File: config.mk
export PLATFORM = sky130hd
export DESIGN_NAME = selective_repeat_receive_window_top
export DESIGN_NICKNAME = d
export VERILOG_FILES = /design/src/hdl/srrw_pkg.sv /design/src/hdl/srrw_slots.sv /design/src/hdl/srrw_seg_unit.sv /design/src/hdl/srrw_ctrl.sv /design/src/hdl/selective_repeat_receive_window_top.sv
export VERILOG_INCLUDE_DIRS = /design/src /design/src/hdl
export SDC_FILE = /design/constraint.sdc
export NUM_CORES = 1
export LEC_CHECK = 0
export ABC_AREA = 1
export BUFFER_PORTS_ARGS = -buffer_cell sky130_fd_sc_hd__buf_4
export CORE_MARGIN = 4
export CORE_UTILIZATION = 56
export CTS_CLUSTER_DIAMETER = 30
export DETAILED_ROUTE_END_ITERATION = 6
export GPL_ROUTABILITY_DRIVEN = 0
export PLACE_DENSITY = 0.78
export SYNTH_ARGS = -nofsm -noshare
export SYNTH_HDL_FRONTEND = slang
export SYNTH_SLANG_ARGS = --single-unit
File: constraint.sdc
create_clock -name clock -period 6.5 [get_ports clock]
set_input_delay 0.65 -clock clock [delete_from_list [all_inputs] [get_ports clock]]
set_output_delay 0.65 -clock clock [all_outputs]
set_load 0.005 [all_outputs]
File: src/hdl/selective_repeat_receive_window_top_macros.svh
// Assertion macros used by the receive window sequencer.
`ifndef SELECTIVE_REPEAT_RECEIVE_WINDOW_TOP_MACROS_SVH
`define SELECTIVE_REPEAT_RECEIVE_WINDOW_TOP_MACROS_SVH

`define SRRW_ASSERT_CLK(label, clk, rst, prop, msg) \
   label: assert property (@(posedge clk) disable iff (rst) prop) else $error(msg);

`define SRRW_ASSERT(label, prop, msg) \
   `SRRW_ASSERT_CLK(label, clock, reset, prop, msg)

`endif

File: src/hdl/srrw_pkg.sv
// Types and constants of the selective-repeat receive window.
package srrw_pkg;

   localparam int WINDOW_SLOTS_DEF  = 16;
   localparam int SEGMENT_BYTES_DEF = 1000;

   localparam logic OP_SEGMENT = 1'b0;
   localparam logic OP_TICK    = 1'b1;

   localparam logic [1:0] KIND_STORE   = 2'd0;
   localparam logic [1:0] KIND_DELIVER = 2'd1;
   localparam logic [1:0] KIND_REQUEST = 2'd2;

   typedef struct packed {
      logic        operation;
      logic        is_data;
      logic [31:0] seg_offset;
   } req_type;

   typedef struct packed {
      logic [1:0]  kind;
      logic [3:0]  slot;
      logic [31:0] offset;
      logic [9:0]  length;
      logic        finished;
      logic        last;
   } rsp_type;

   typedef struct packed {
      logic set;
      logic clr;
   } slot_op_type;

   typedef struct packed {
      logic below;
      logic last_seg;
   } seg_stat_type;

endpackage

File: src/hdl/srrw_slots.sv
// Slot-full flags of the receive ring.
module srrw_slots #(
   parameter int WINDOW_SLOTS = srrw_pkg::WINDOW_SLOTS_DEF,
   localparam int SLOT_W = $clog2(WINDOW_SLOTS)
) (
   input  logic                clock,
   input  logic                reset,
   input  srrw_pkg::slot_op_type slot_op,
   input  logic [SLOT_W-1:0]   wr_idx,
   input  logic [SLOT_W-1:0]   rd_idx,
   output logic                rd_full
);

   logic [WINDOW_SLOTS-1:0] full_ff;
   logic [WINDOW_SLOTS-1:0] full_in;

   always_comb begin
      full_in = full_ff;
      if (slot_op.set) begin
         full_in[wr_idx] = 1'b1;
      end
      if (slot_op.clr) begin
         full_in[wr_idx] = 1'b0;
      end
   end

   always_ff @(posedge clock) begin
      if (reset) begin
         full_ff <= '0;
      end else begin
         full_ff <= full_in;
      end
   end

   assign rd_full = full_ff[rd_idx];

endmodule

File: src/hdl/srrw_seg_unit.sv
// Shared segment unit: file-end compare and segment length.
module srrw_seg_unit #(
   parameter int SEGMENT_BYTES = srrw_pkg::SEGMENT_BYTES_DEF,
   localparam int LEN_W = $clog2(SEGMENT_BYTES + 1)
) (
   input  logic [32:0]            pos,
   input  logic [31:0]            total_size,
   output srrw_pkg::seg_stat_type stat,
   output logic [LEN_W-1:0]       seg_len
);

   logic [32:0] rest;

   always_comb begin
      rest          = {1'b0, total_size} - pos;
      stat.below    = pos < {1'b0, total_size};
      stat.last_seg = rest <= 33'(SEGMENT_BYTES);
      seg_len       = stat.last_seg ? rest[LEN_W-1:0] : LEN_W'(SEGMENT_BYTES);
   end

endmodule

File: src/hdl/srrw_ctrl.sv
// Window sequencer: slot search, head drain, timeout scan and result staging.
`include "selective_repeat_receive_window_top_macros.svh"
module srrw_ctrl #(
   parameter int WINDOW_SLOTS  = srrw_pkg::WINDOW_SLOTS_DEF,
   parameter int SEGMENT_BYTES = srrw_pkg::SEGMENT_BYTES_DEF,
   localparam int SLOT_W = $clog2(WINDOW_SLOTS),
   localparam int LEN_W  = $clog2(SEGMENT_BYTES + 1)
) (
   input  logic                   clock,
   input  logic                   reset,
   input  logic                   req_valid,
   output logic                   req_ready,
   input  srrw_pkg::req_type      req_data,
   output logic                   rsp_valid,
   input  logic                   rsp_ready,
   output srrw_pkg::rsp_type      rsp_data,
   input  logic [31:0]            total_size,
   output srrw_pkg::slot_op_type  slot_op,
   output logic [SLOT_W-1:0]      slot_wr_idx,
   output logic [SLOT_W-1:0]      slot_rd_idx,
   input  logic                   slot_rd_full,
   output logic [32:0]            seg_pos,
   input  srrw_pkg::seg_stat_type seg_stat,
   input  logic [LEN_W-1:0]       seg_len
);

   localparam logic [32:0] SPAN = 33'(WINDOW_SLOTS * SEGMENT_BYTES);
   localparam logic [SLOT_W-1:0] SLOT_LAST = SLOT_W'(WINDOW_SLOTS - 1);

   typedef enum logic [5:0] {
      ST_IDLE  = 6'b000001,
      ST_FIND  = 6'b000010,
      ST_DRAIN = 6'b000100,
      ST_DREQ  = 6'b001000,
      ST_TICK  = 6'b010000,
      ST_FLUSH = 6'b100000
   } state_type;

   state_type          state_ff, state_in;
   logic [31:0]        off_ff, off_in;
   logic [32:0]        acc_ff, acc_in;
   logic [SLOT_W-1:0]  ptr_ff, ptr_in;
   logic [SLOT_W-1:0]  cnt_ff, cnt_in;
   logic [SLOT_W-1:0]  head_ff, head_in;
   logic [31:0]        next_ff, next_in;
   logic               pend_valid_ff, pend_valid_in;
   srrw_pkg::rsp_type  pend_ff, pend_in;
   logic               rsp_valid_ff, rsp_valid_in;
   srrw_pkg::rsp_type  rsp_data_ff, rsp_data_in;

   logic               out_free;
   logic               can_gen;
   logic               gen;
   srrw_pkg::rsp_type  gen_data;
   logic               push;
   srrw_pkg::rsp_type  push_data;
   logic [32:0]        acc_step;
   logic [SLOT_W-1:0]  ptr_wrap;
   logic [SLOT_W-1:0]  head_wrap;
   logic               fin_now;
   logic               need_req;

   assign out_free  = !rsp_valid_ff || rsp_ready;
   assign can_gen   = !pend_valid_ff || out_free;
   assign acc_step  = acc_ff + 33'(SEGMENT_BYTES);
   assign ptr_wrap  = (ptr_ff == SLOT_LAST) ? '0 : ptr_ff + 1'b1;
   assign head_wrap = (head_ff == SLOT_LAST) ? '0 : head_ff + 1'b1;
   assign fin_now   = next_ff >= total_size;
   assign need_req  = !slot_rd_full && seg_stat.below;

   assign req_ready   = (state_ff == ST_IDLE);
   assign slot_rd_idx = (state_ff == ST_DRAIN) ? head_ff : ptr_ff;
   assign seg_pos     = (state_ff == ST_DRAIN) ? {1'b0, next_ff} : acc_ff;

   always_comb begin
      state_in      = state_ff;
      off_in        = off_ff;
      acc_in        = acc_ff;
      ptr_in        = ptr_ff;
      cnt_in        = cnt_ff;
      head_in       = head_ff;
      next_in       = next_ff;
      pend_valid_in = pend_valid_ff;
      pend_in       = pend_ff;
      gen           = 1'b0;
      gen_data      = '0;
      push          = 1'b0;
      push_data     = pend_ff;
      slot_op       = '0;
      slot_wr_idx   = ptr_ff;

      unique case (state_ff)
         ST_IDLE: begin
            if (req_valid) begin
               off_in = req_data.seg_offset;
               acc_in = {1'b0, next_ff};
               ptr_in = head_ff;
               cnt_in = '0;
               if (req_data.operation == srrw_pkg::OP_TICK) begin
                  state_in = ST_TICK;
               end else if (req_data.is_data) begin
                  state_in = ST_FIND;
               end
            end
         end
         ST_FIND: begin
            if ({1'b0, off_ff} < acc_ff) begin
               state_in = ST_DRAIN;
            end else if ({1'b0, off_ff} < acc_step) begin
               if (can_gen) begin
                  gen             = 1'b1;
                  gen_data.kind   = srrw_pkg::KIND_STORE;
                  gen_data.slot   = 4'(ptr_ff);
                  gen_data.offset = off_ff;
                  gen_data.finished = fin_now;
                  slot_op.set     = 1'b1;
                  state_in        = ST_DRAIN;
               end
            end else if (cnt_ff == SLOT_LAST) begin
               state_in = ST_DRAIN;
            end else begin
               acc_in = acc_step;
               ptr_in = ptr_wrap;
               cnt_in = cnt_ff + 1'b1;
            end
         end
         ST_DRAIN: begin
            if (!seg_stat.below || !slot_rd_full) begin
               state_in = ST_FLUSH;
            end else if (can_gen) begin
               gen               = 1'b1;
               gen_data.kind     = srrw_pkg::KIND_DELIVER;
               gen_data.slot     = 4'(head_ff);
               gen_data.offset   = next_ff;
               gen_data.length   = 10'(seg_len);
               gen_data.finished = seg_stat.last_seg;
               slot_op.clr       = 1'b1;
               slot_wr_idx       = head_ff;
               head_in           = head_wrap;
               next_in           = next_ff + 32'(seg_len);
               ptr_in            = head_ff;
               acc_in            = {1'b0, next_ff} + SPAN;
               state_in          = ST_DREQ;
            end
         end
         ST_DREQ: begin
            if (!seg_stat.below) begin
               state_in = ST_DRAIN;
            end else if (can_gen) begin
               gen               = 1'b1;
               gen_data.kind     = srrw_pkg::KIND_REQUEST;
               gen_data.slot     = 4'(ptr_ff);
               gen_data.offset   = acc_ff[31:0];
               gen_data.length   = 10'(seg_len);
               gen_data.finished = fin_now;
               state_in          = ST_DRAIN;
            end
         end
         ST_TICK: begin
            if (!need_req || can_gen) begin
               if (need_req) begin
                  gen               = 1'b1;
                  gen_data.kind     = srrw_pkg::KIND_REQUEST;
                  gen_data.slot     = 4'(ptr_ff);
                  gen_data.offset   = acc_ff[31:0];
                  gen_data.length   = 10'(seg_len);
                  gen_data.finished = fin_now;
               end
               if (cnt_ff == SLOT_LAST) begin
                  state_in = ST_FLUSH;
               end else begin
                  acc_in = acc_step;
                  ptr_in = ptr_wrap;
                  cnt_in = cnt_ff + 1'b1;
               end
            end
         end
         ST_FLUSH: begin
            if (!pend_valid_ff) begin
               state_in = ST_IDLE;
            end else if (out_free) begin
               push           = 1'b1;
               push_data.last = 1'b1;
               pend_valid_in  = 1'b0;
               state_in       = ST_IDLE;
            end
         end
         default: begin
            state_in = ST_IDLE;
         end
      endcase

      if (gen) begin
         push          = pend_valid_ff;
         pend_in       = gen_data;
         pend_valid_in = 1'b1;
      end
   end

   always_comb begin
      rsp_valid_in = rsp_valid_ff;
      rsp_data_in  = rsp_data_ff;
      if (push) begin
         rsp_valid_in = 1'b1;
         rsp_data_in  = push_data;
      end else if (rsp_ready) begin
         rsp_valid_in = 1'b0;
      end
   end

   always_ff @(posedge clock) begin
      if (reset) begin
         state_ff      <= ST_IDLE;
         head_ff       <= '0;
         next_ff       <= '0;
         pend_valid_ff <= 1'b0;
         rsp_valid_ff  <= 1'b0;
      end else begin
         state_ff      <= state_in;
         head_ff       <= head_in;
         next_ff       <= next_in;
         pend_valid_ff <= pend_valid_in;
         rsp_valid_ff  <= rsp_valid_in;
      end
   end

   always_ff @(posedge clock) begin
      off_ff      <= off_in;
      acc_ff      <= acc_in;
      ptr_ff      <= ptr_in;
      cnt_ff      <= cnt_in;
      pend_ff     <= pend_in;
      rsp_data_ff <= rsp_data_in;
   end

   assign rsp_valid = rsp_valid_ff;
   assign rsp_data  = rsp_data_ff;

   `SRRW_ASSERT(a_idle_no_pending, (state_ff == ST_IDLE) |-> !pend_valid_ff, "pending result in idle")
   `SRRW_ASSERT(a_push_has_room, push |-> out_free, "result pushed into a full output register")
   `SRRW_ASSERT(a_deliver_bound, (state_ff == ST_DRAIN && gen) |=> (next_ff <= total_size), "delivery ran past file end")
   `SRRW_ASSERT(a_below_first, (state_ff == ST_FIND && {1'b0, off_ff} < acc_ff) |-> (cnt_ff == '0), "slot search passed the arrival")

endmodule

File: src/hdl/selective_repeat_receive_window_top.sv
// Top level of the selective-repeat receive window controller.
// Usage:
//  csr_valid/csr_ready/csr_data write total_size; csr_ready is always high, write only when idle.
//  req_* carries one item per transfer: a segment arrival or a timeout tick.
//  rsp_* returns the results of that item in order; the final one carries last.
// Sequencing:
//  An arrival is accepted in IDLE, then the slot search (FIND) checks up to WINDOW_SLOTS
//  slots; each delivered head slot passes DRAIN and DREQ, and FLUSH closes the item.
//  A tick scans all WINDOW_SLOTS slots in TICK, then FLUSH; a dropped item (non-data)
//  is accepted in IDLE with no result. Results leave through a one-entry staging
//  register and an output register; a result waits in staging until the next one is
//  formed or the item closes. The shared segment-length unit is used once per cycle
//  by the sequencer. req_ready is high only between items.
// Reset:
//  Synchronous reset clears all slot flags, the head slot, the next offset and total_size.
// Stalls:
//  While rsp_ready is low the output register holds its transfer and the sequencer
//  waits once the staging register is full; no result is lost or repeated.
module selective_repeat_receive_window_top #(
   parameter int WINDOW_SLOTS  = srrw_pkg::WINDOW_SLOTS_DEF,
   parameter int SEGMENT_BYTES = srrw_pkg::SEGMENT_BYTES_DEF
) (
   input  logic              clock,
   input  logic              reset,
   input  logic              csr_valid,
   output logic              csr_ready,
   input  logic [31:0]       csr_data,
   input  logic              req_valid,
   output logic              req_ready,
   input  srrw_pkg::req_type req_data,
   output logic              rsp_valid,
   input  logic              rsp_ready,
   output srrw_pkg::rsp_type rsp_data
);

   localparam int SLOT_W = $clog2(WINDOW_SLOTS);
   localparam int LEN_W  = $clog2(SEGMENT_BYTES + 1);

   logic [31:0]            total_size_ff, total_size_in;
   srrw_pkg::slot_op_type  slot_op;
   logic [SLOT_W-1:0]      slot_wr_idx;
   logic [SLOT_W-1:0]      slot_rd_idx;
   logic                   slot_rd_full;
   logic [32:0]            seg_pos;
   srrw_pkg::seg_stat_type seg_stat;
   logic [LEN_W-1:0]       seg_len;

   assign csr_ready     = 1'b1;
   assign total_size_in = (csr_valid && csr_ready) ? csr_data : total_size_ff;

   always_ff @(posedge clock) begin
      if (reset) begin
         total_size_ff <= '0;
      end else begin
         total_size_ff <= total_size_in;
      end
   end

   srrw_slots #(
      .WINDOW_SLOTS (WINDOW_SLOTS)
   ) u_slots (
      .clock   (clock),
      .reset   (reset),
      .slot_op (slot_op),
      .wr_idx  (slot_wr_idx),
      .rd_idx  (slot_rd_idx),
      .rd_full (slot_rd_full)
   );

   srrw_seg_unit #(
      .SEGMENT_BYTES (SEGMENT_BYTES)
   ) u_seg_unit (
      .pos        (seg_pos),
      .total_size (total_size_ff),
      .stat       (seg_stat),
      .seg_len    (seg_len)
   );

   srrw_ctrl #(
      .WINDOW_SLOTS  (WINDOW_SLOTS),
      .SEGMENT_BYTES (SEGMENT_BYTES)
   ) u_ctrl (
      .clock        (clock),
      .reset        (reset),
      .req_valid    (req_valid),
      .req_ready    (req_ready),
      .req_data     (req_data),
      .rsp_valid    (rsp_valid),
      .rsp_ready    (rsp_ready),
      .rsp_data     (rsp_data),
      .total_size   (total_size_ff),
      .slot_op      (slot_op),
      .slot_wr_idx  (slot_wr_idx),
      .slot_rd_idx  (slot_rd_idx),
      .slot_rd_full (slot_rd_full),
      .seg_pos      (seg_pos),
      .seg_stat     (seg_stat),
      .seg_len      (seg_len)
   );

endmodule
==> run summary, run 1 <==
Counting flops with an async set or reset pin after synthesis yields a share of 0. The wire length per cell after detailed routing came out at 18.7 um. Counting the buffers created by CTS gives 56. Clock tree synthesis found a total of 264 sinks. The number of instances in the synthesized netlist is 2330. The number of antenna diodes in the final layout is 0.

The via count of the first global-routing pass came out at 16800. Detailed placement ended at an HPWL of 40400 um. The final core area utilization is 0.683. The static leakage is 9.27 nW.

The minimum clock period came out at 6.09 ns. Clock tree synthesis selected as its root buffer the cell clkbuf_16. TritonCTS built the clock tree. Among all cell types in the netlist, the one instantiated most often is nand2_1.

The worst clock skew on the final layout is 0.0252 ns. The post-synth design cell area is 0.0177 mm2. The area after detailed placement came out at 0.0190 mm2. The count of input and output buffers came out at 122. The placement row count came out at 64. The clock transition time at the flip-flop clock pins of the worst setup and hold paths is 0.06 ns. The maximum number of pins on one net before global-route repair is 65. The share of final-layout standard cells stronger than drive strength 1 came out at 0.121. The filler cell count in the final layout came out at 2500. In this design, the stage delay of the slowest critical-path cell is 0.38 ns. The number of enable flip-flop cells after synthesis came out at 172. The worst hold path belongs to the class primary input to flip-flop. The signed area change from the synthesized netlist to the final layout came out at 19.1%. The area of the core came out at 0.0309 mm2. The flip-flop cell with the highest count after synthesis is edfxtp_1. The sum of overflow across all layers after global routing is 0. The number of max-capacitance violations reported came out at 0. The final routed wirelength across all metal layers is 54600 um.

The max-slew violation count came to 0. The quantity of hold-fixing buffers added after cts is 0. The largest total area in the synthesized netlist belongs to edfxtp_1. The number of antenna violations at the first check in global routing came out at 0. The die is 186 um tall.

The aggregate negative setup slack came out at 0 ns. The kind of end point of the critical path is a flip-flop. During I/O placement, the number of pins put on the boundary was 124. The total non-filler cell area in the finished layout is 0.0211 mm2. The class of the most critical setup path is flip-flop to flip-flop. The number of warnings issued by yosys came out at 0. When the netlist entered floorplanning its net count stood at 2541. Counting instances, the worst hold path has a depth of 1. At the pin with the least slew margin, the transition time is 1.12 ns.

The worst relative slew slack is 0.250. The iteration count of the initial detailed-routing pass is 7. Yosys attributes the largest share of cell area to edfxtp_1 (29%), nand2_1 (12%), dfxtp_1 (10%). The required time of the critical path is 7.02 ns. For this run, the register share of the synthesized area comes to 0.395. The area used by multi-input combinational logic came out at 0.00918 mm2. The final period utilization is 0.937. The total via count in the routed design is 17500. By instance count, the cell type seen most on the critical path is nand2_1. The worst-case reg-to-reg path depth came out at 34. In the final layout, flip-flops and latches occupy 0.00701 mm2. The fmax came out at 164 MHz. The worst-case vdd ir drop came out at 268 uV. The clock tree synthesis step divided the H-tree into 2 levels. The portion of synthesized cell area occupied by the leading cell type is 0.291. In this run, distinct cell masters in the synthesized netlist total 61. The first routing iteration left 2328 violations. The power per unit of standard cell area is 419 mW/mm2.

Among all stages on the critical path, the largest delay is contributed by a21oi_1. The die covers 0.0346 mm2. From left edge to right edge, the die measures 186 um. The residual DRC count came out at 0. The total of flip-flops plus latches after synthesis is 264. The later-pin clock latency in the skew report is 0.58 ns.

Data on the critical path arrives at its endpoint at 6.61 ns. The count of antenna-violating nets left after detailed routing is 0. The initial core utilization came out at 0.573. The maximum fanout along the worst path came out at 32.

The sort of element at the start of the critical path is a flip-flop. The final number of hold-violating endpoints is 0. Setup repair after global routing left no endpoint under its margin. The first global-routing pass estimated 86400 um of wire. The per-instance average area after synthesis is 7.61 um2. By count the netlist is led by nand2_1 (558), inv_1 (331), nor2_1 (220). At the end of the flow, the number of nets in the layout was 2683. The flow ran to the end, and the final reports show no timing, DRC or antenna violations.

The total track usage came out at 0.312. The setup-violating endpoint count in the final report is 0. The longest clock path from root to sink contains 3 buffers. The post-detailed-route via-to-cell ratio came out at 6.00.
[through the flow]
stage | worst slack, ns | power (W) | hold WS [ns] | cells
2_1_floorplan | 0.392 | 0.00470 | 0.400 | 2330
3_3_place_gp | 0.784 | 0.00558 | 0.401 | 2809
3_5_place_dp | 0.568 | 0.00568 | 0.405 | 2809
4_1_cts | 0.550 | 0.00874 | 0.231 | 2915
5_1_grt | 0.0293 | 0.00936 | 0.231 | 2916
6_report | 0.406 | 0.00884 | 0.252 | 2916
[flip-flops by register name, summed over array words and instances (netlist names)]
signal / flops
u_ctrl.rsp_data: 50
u_ctrl.next_ff: 32
u_ctrl.cnt_ff: 4
u_ctrl.off_ff: 32
u_ctrl.pend_ff: 49
u_slots.full_ff: 16
u_ctrl.head_ff: 4
u_ctrl.ptr_ff: 4
u_ctrl.pend_valid_ff: 1
total_size_ff: 32
u_ctrl.acc_ff: 33
u_ctrl.state_ff: 6
u_ctrl.rsp_valid: 1
[worst paths after layout]
path	slack (ns)	end	from
max	0.41	u_ctrl.next_ff[21]$_SDFFE_PP0P_	u_ctrl.state_ff[0]$_SDFFE_PP1P_
min	0.25	u_ctrl.off_ff[3]$_DFFE_PP_	req_data[3]
max reg2reg	0.41	u_ctrl.next_ff[21]$_SDFFE_PP0P_	u_ctrl.state_ff[0]$_SDFFE_PP1P_
min reg2reg	0.41	u_ctrl.rsp_data[47]$_DFFE_PP_	u_ctrl.pend_ff[47]$_DFFE_PP_
[final cells by class]
type / instances / area share
clock inverters: 41 / 0.0260
flip-flops and latches: 264 / 0.332
repair buffers: 141 / 0.0508
inverters: 346 / 0.0617
clock buffers: 65 / 0.0710
well taps: 396 / 0.0235
multi-input cells: 1663 / 0.435
[cell families after synthesis]
family / count (synthesis) / synth area share
xor+xnor: 28 / 0.0138
buf+inv: 403 / 0.0881
compound gates: 441 / 0.146
flops: 264 / 0.395
other cells: 1 / 0.000212
simple gates: 1053 / 0.257
fa+ha+maj: 140 / 0.0997
[placed cells by master (no fill, tap or decap), drive strengths merged, types with 2 or more instances in the layout]
cell / Yosys / routed
a211oi: 6 / 6
a21boi: 2 / 2
a21o: 6 / 6
a21oi: 146 / 146
a22oi: 2 / 2
a31oi: 11 / 11
a32oi: 2 / 2
and2: 2 / 2
buf: 12 / 141
bufinv: 0 / 7
clkbuf: 45 / 65
clkinv: 4 / 24
clkinvlp: 0 / 4
dfxtp: 92 / 92
edfxtp: 172 / 172
fa: 2 / 2
ha: 138 / 138
inv: 342 / 352
nand2: 574 / 574
nand3: 129 / 129
nand3b: 12 / 12
nand4: 42 / 42
nor2: 233 / 233
nor3: 39 / 39
nor4: 17 / 17
o2111ai: 5 / 5
o211ai: 23 / 23
o21a: 4 / 4
o21ai: 170 / 170
o21bai: 11 / 11
o221a: 2 / 2
o221ai: 35 / 35
o22ai: 11 / 11
or2: 4 / 4
xnor2: 3 / 3
xor2: 25 / 25
[worst max-delay path, delay by kind of cell, from the launching register on]
kind | cells | cell delay, ns
AOI/OAI and AO/OA | 4 | 1.15
buffers and inverters | 7 | 1.03
DFF | 1 | 0.31
adders and majority gates | 2 | 0.72
and+or+nand+nor | 21 | 2.81
[what timing repair did]
action                                  in CTS  in global routing
endpoints found under the setup margin       0                 16
hold endpoints to repair                     0                  0
setup buffers                                0                  1
resized for setup                            0                  5
[metal layers]
layer  GRT usage  part of all wire  vias up
met5           0                 0        -
li1            -                 -     8203
met1       0.412              0.39     7957
met2       0.496              0.45     1098
met4       0.166             0.062        0
met3      0.0471             0.099      248
[where the power goes]
part	switching (W)	total, W	internal (W)
sequential	0.000195	0.00229	0.00210
combinational	0.00243	0.00352	0.00108
clock	0.00105	0.00303	0.00198
(Power assumes the default switching activity.)
==> run 2: changes to the inputs <==
--- a/config.mk
+++ b/config.mk
@@ -14,6 +14,7 @@
 export DETAILED_ROUTE_END_ITERATION = 6
 export GPL_ROUTABILITY_DRIVEN = 0
 export PLACE_DENSITY = 0.78
+export RECOVER_POWER = 50
 export SYNTH_ARGS = -nofsm -noshare
 export SYNTH_HDL_FRONTEND = slang
 export SYNTH_SLANG_ARGS = --single-unit
==> run 2 against run 1 <==
Compared with the run above:
- the flow now finishes with violations (capacitance limit, slew limit)
- highest routed layer unchanged
- worst setup slack improved by 0.027 ns
- worst hold slack improved by 0.024 ns
- first-iteration DRC count fell by 1.2%
==> run summary, run 2 (same netlist as run 1, synthesis figures left out) <==
The run finished, with violations left. The checks that failed: capacitance limit, slew limit. The full die area is 0.0346 mm2. The via count of the first global-routing pass came out at 16800. The post-route worst hold slack came out at 0.276 ns. The maximum number of buffers from clock root to sink came out at 3.

The number of flip-flops in the largest register is 50. The final period utilization is 0.933. IR analysis of the VDD net gives a maximum drop of 268 uV.

Dividing the detail-routed wire length by the instance count gives 18.7 um. The final routed wirelength across all metal layers is 54500 um. The number of antenna cells inserted is 0. The quantity of hold-fixing buffers added after cts came out at 0. The power per unit of standard cell area is 419 mW/mm2. The later-pin clock latency in the skew report is 0.58 ns. The number of antenna violations at the first check in global routing came to 0.

The total via count in the routed design is 17400. The class of the most critical setup path is flip-flop to flip-flop. The final core area utilization is 0.680. The iteration count of the initial detailed-routing pass came out at 7. Buffers placed on the I/O ports in this run total 122. The floorplan has 64 rows.

In the global route stage, overall resource usage came out at 0.312. The tool flagged a number of max-cap violations equal to 4. The most numerous cell on the critical path is nand2_1.

The maximum level of the CTS H-tree came out at 2. The area after detailed placement is 0.0190 mm2. The static leakage came out at 9.21 nW. For this design the top-level I/O count stands at 124. Along the worst hold path, the cell count comes to 1. The clock arrives with 0.0242 ns of skew. The kind of end point of the critical path is a flip-flop. The minimum clock period came out at 6.07 ns. In this run the most critical hold path is launched from req_data[3]. The die span in x is 186 um. The die outline height came out at 186 um.

The critical path capture point is u_ctrl.next_ff[21]$_SDFFE_PP0P_. The worst-case reg-to-reg path depth came out at 33. Leaving out fill and tap cells, the most frequent cell in the layout is nand2_1. The sum of overflow across all layers after global routing came out at 0. The delay contributed by the slowest stage of the critical path is 0.38 ns.

For the pin with the worst max-slew slack, the measured transition is 2.02 ns. The starting DRC count in detailed routing came out at 2301. The count of antenna-violating nets left after detailed routing is 0. In this run the tightest slew margin relative to its limit is -0.348.

The aggregate negative setup slack came out at 0 ns. The setup slack on the worst flop-to-flop path came out at 0.43 ns. The number of buffers created by CTS came out at 56. The total non-filler cell area in the finished layout is 0.0210 mm2. The slowest library cell on the worst path is dfxtp_1. The critical path data arrival time came out at 6.58 ns. The half-perimeter wire length of the detailed placement result is 40400 um. TritonCTS built the clock tree.

The fmax is 165 MHz. The max-slew violation count came out at 126. The area growth from synthesis to layout is 18.7%.

The startpoint of the worst register-to-register path is u_ctrl.state_ff[2]$_SDFFE_PP0P_. The share of final-layout standard cells stronger than drive strength 1 came out at 0.114. The path class of the tightest hold or removal check is primary input to flip-flop. The wire length of the first global-routing pass came out at 86400 um. The capturing point of the worst reg2reg path is u_ctrl.next_ff[21]$_SDFFE_PP0P_.

The tree is rooted in a clkbuf_16. The clock transition time at the flip-flop clock pins of the worst setup and hold paths is 0.06 ns. For this run, design rule violations remaining after detail routing come to 0. The most critical setup path has its startpoint at u_ctrl.state_ff[2]$_SDFFE_PP0P_. The maximum fanout along the worst path is 32.

The number of nets in the layout came out at 2683. The setup-violating endpoint count in the final report is 0. The sort of element at the start of the critical path is a flip-flop.

The top cell types in the final layout, fill and taps aside, are nand2_1 (555), inv_1 (329), nor2_1 (221). The initial core utilization came out at 0.573. The final number of hold-violating endpoints came out at 0. The region available for standard cell placement spans 0.0309 mm2. The maximum number of pins on one net before global-route repair is 65. Setup repair after global routing left no endpoint under its margin. The number of sinks on the clock net is 264.

The required time of the critical path is 7.01 ns. The post-detailed-route via-to-cell ratio is 5.98.
## run 2: metal layers
layer	vias to the layer above	track usage	wire, um
li1	8210	-	-
met1	7967	0.412	21400
met2	1050	0.496	24700
met3	212	0.0471	5210
met4	0	0.166	3170
met5	-	0	0
## run 2: timing repair
item | 4_1_cts | 5_1_grt
hold endpoints to repair | 0 | 0
endpoints found under the setup margin | 0 | 16
resized for setup | 0 | 5
setup buffers | 0 | 1
## run 2: worst max-delay path: cells and delay by family, from the launching register on
kind	cells	cell delay, ns
compound gates	4	1.12
fa+ha+maj	2	0.72
buf+inv	7	1.04
flops	1	0.38
simple gates	20	2.73
## run 2: area by class of cell
cell class	instances	area, um2
clock buffers	65	1500
clock inverters	41	549
fillers	2527	9880
inverters	346	1300
multi-input cells	1663	9170
flip-flops and latches	264	7010
well taps	396	495
repair buffers	141	1010
## run 2: worst min-delay path by stage
| stage | slack (ns) | to |
|---|---|---|
| floorplan | 0.40 | u_ctrl.rsp_data[10]$_DFFE_PP_ |
| finish | 0.28 | u_ctrl.off_ff[3]$_DFFE_PP_ |
| global route | 0.25 | u_ctrl.off_ff[3]$_DFFE_PP_ |
| CTS | 0.23 | u_ctrl.off_ff[3]$_DFFE_PP_ |
| global placement | 0.40 | u_ctrl.rsp_data[13]$_DFFE_PP_ |
| detailed placement | 0.40 | u_ctrl.rsp_data[48]$_DFFE_PP_ |
## run 2: report_power, final
part	leakage [nW]	internal, W	total [W]	switching (W)
clock network	0.988	0.00198	0.00303	0.00105
logic	5.96	0.00108	0.00350	0.00242
registers	2.26	0.00210	0.00230	0.000196
## run 2: per-stage QoR
step	worst slack, ns	std cells	total power [W]
after floorplan	0.392	2330	0.00470
after global placement	0.784	2809	0.00558
after detailed placement	0.568	2809	0.00568
after CTS	0.550	2915	0.00874
after global routing	0.0293	2916	0.00935
final	0.433	2916	0.00882
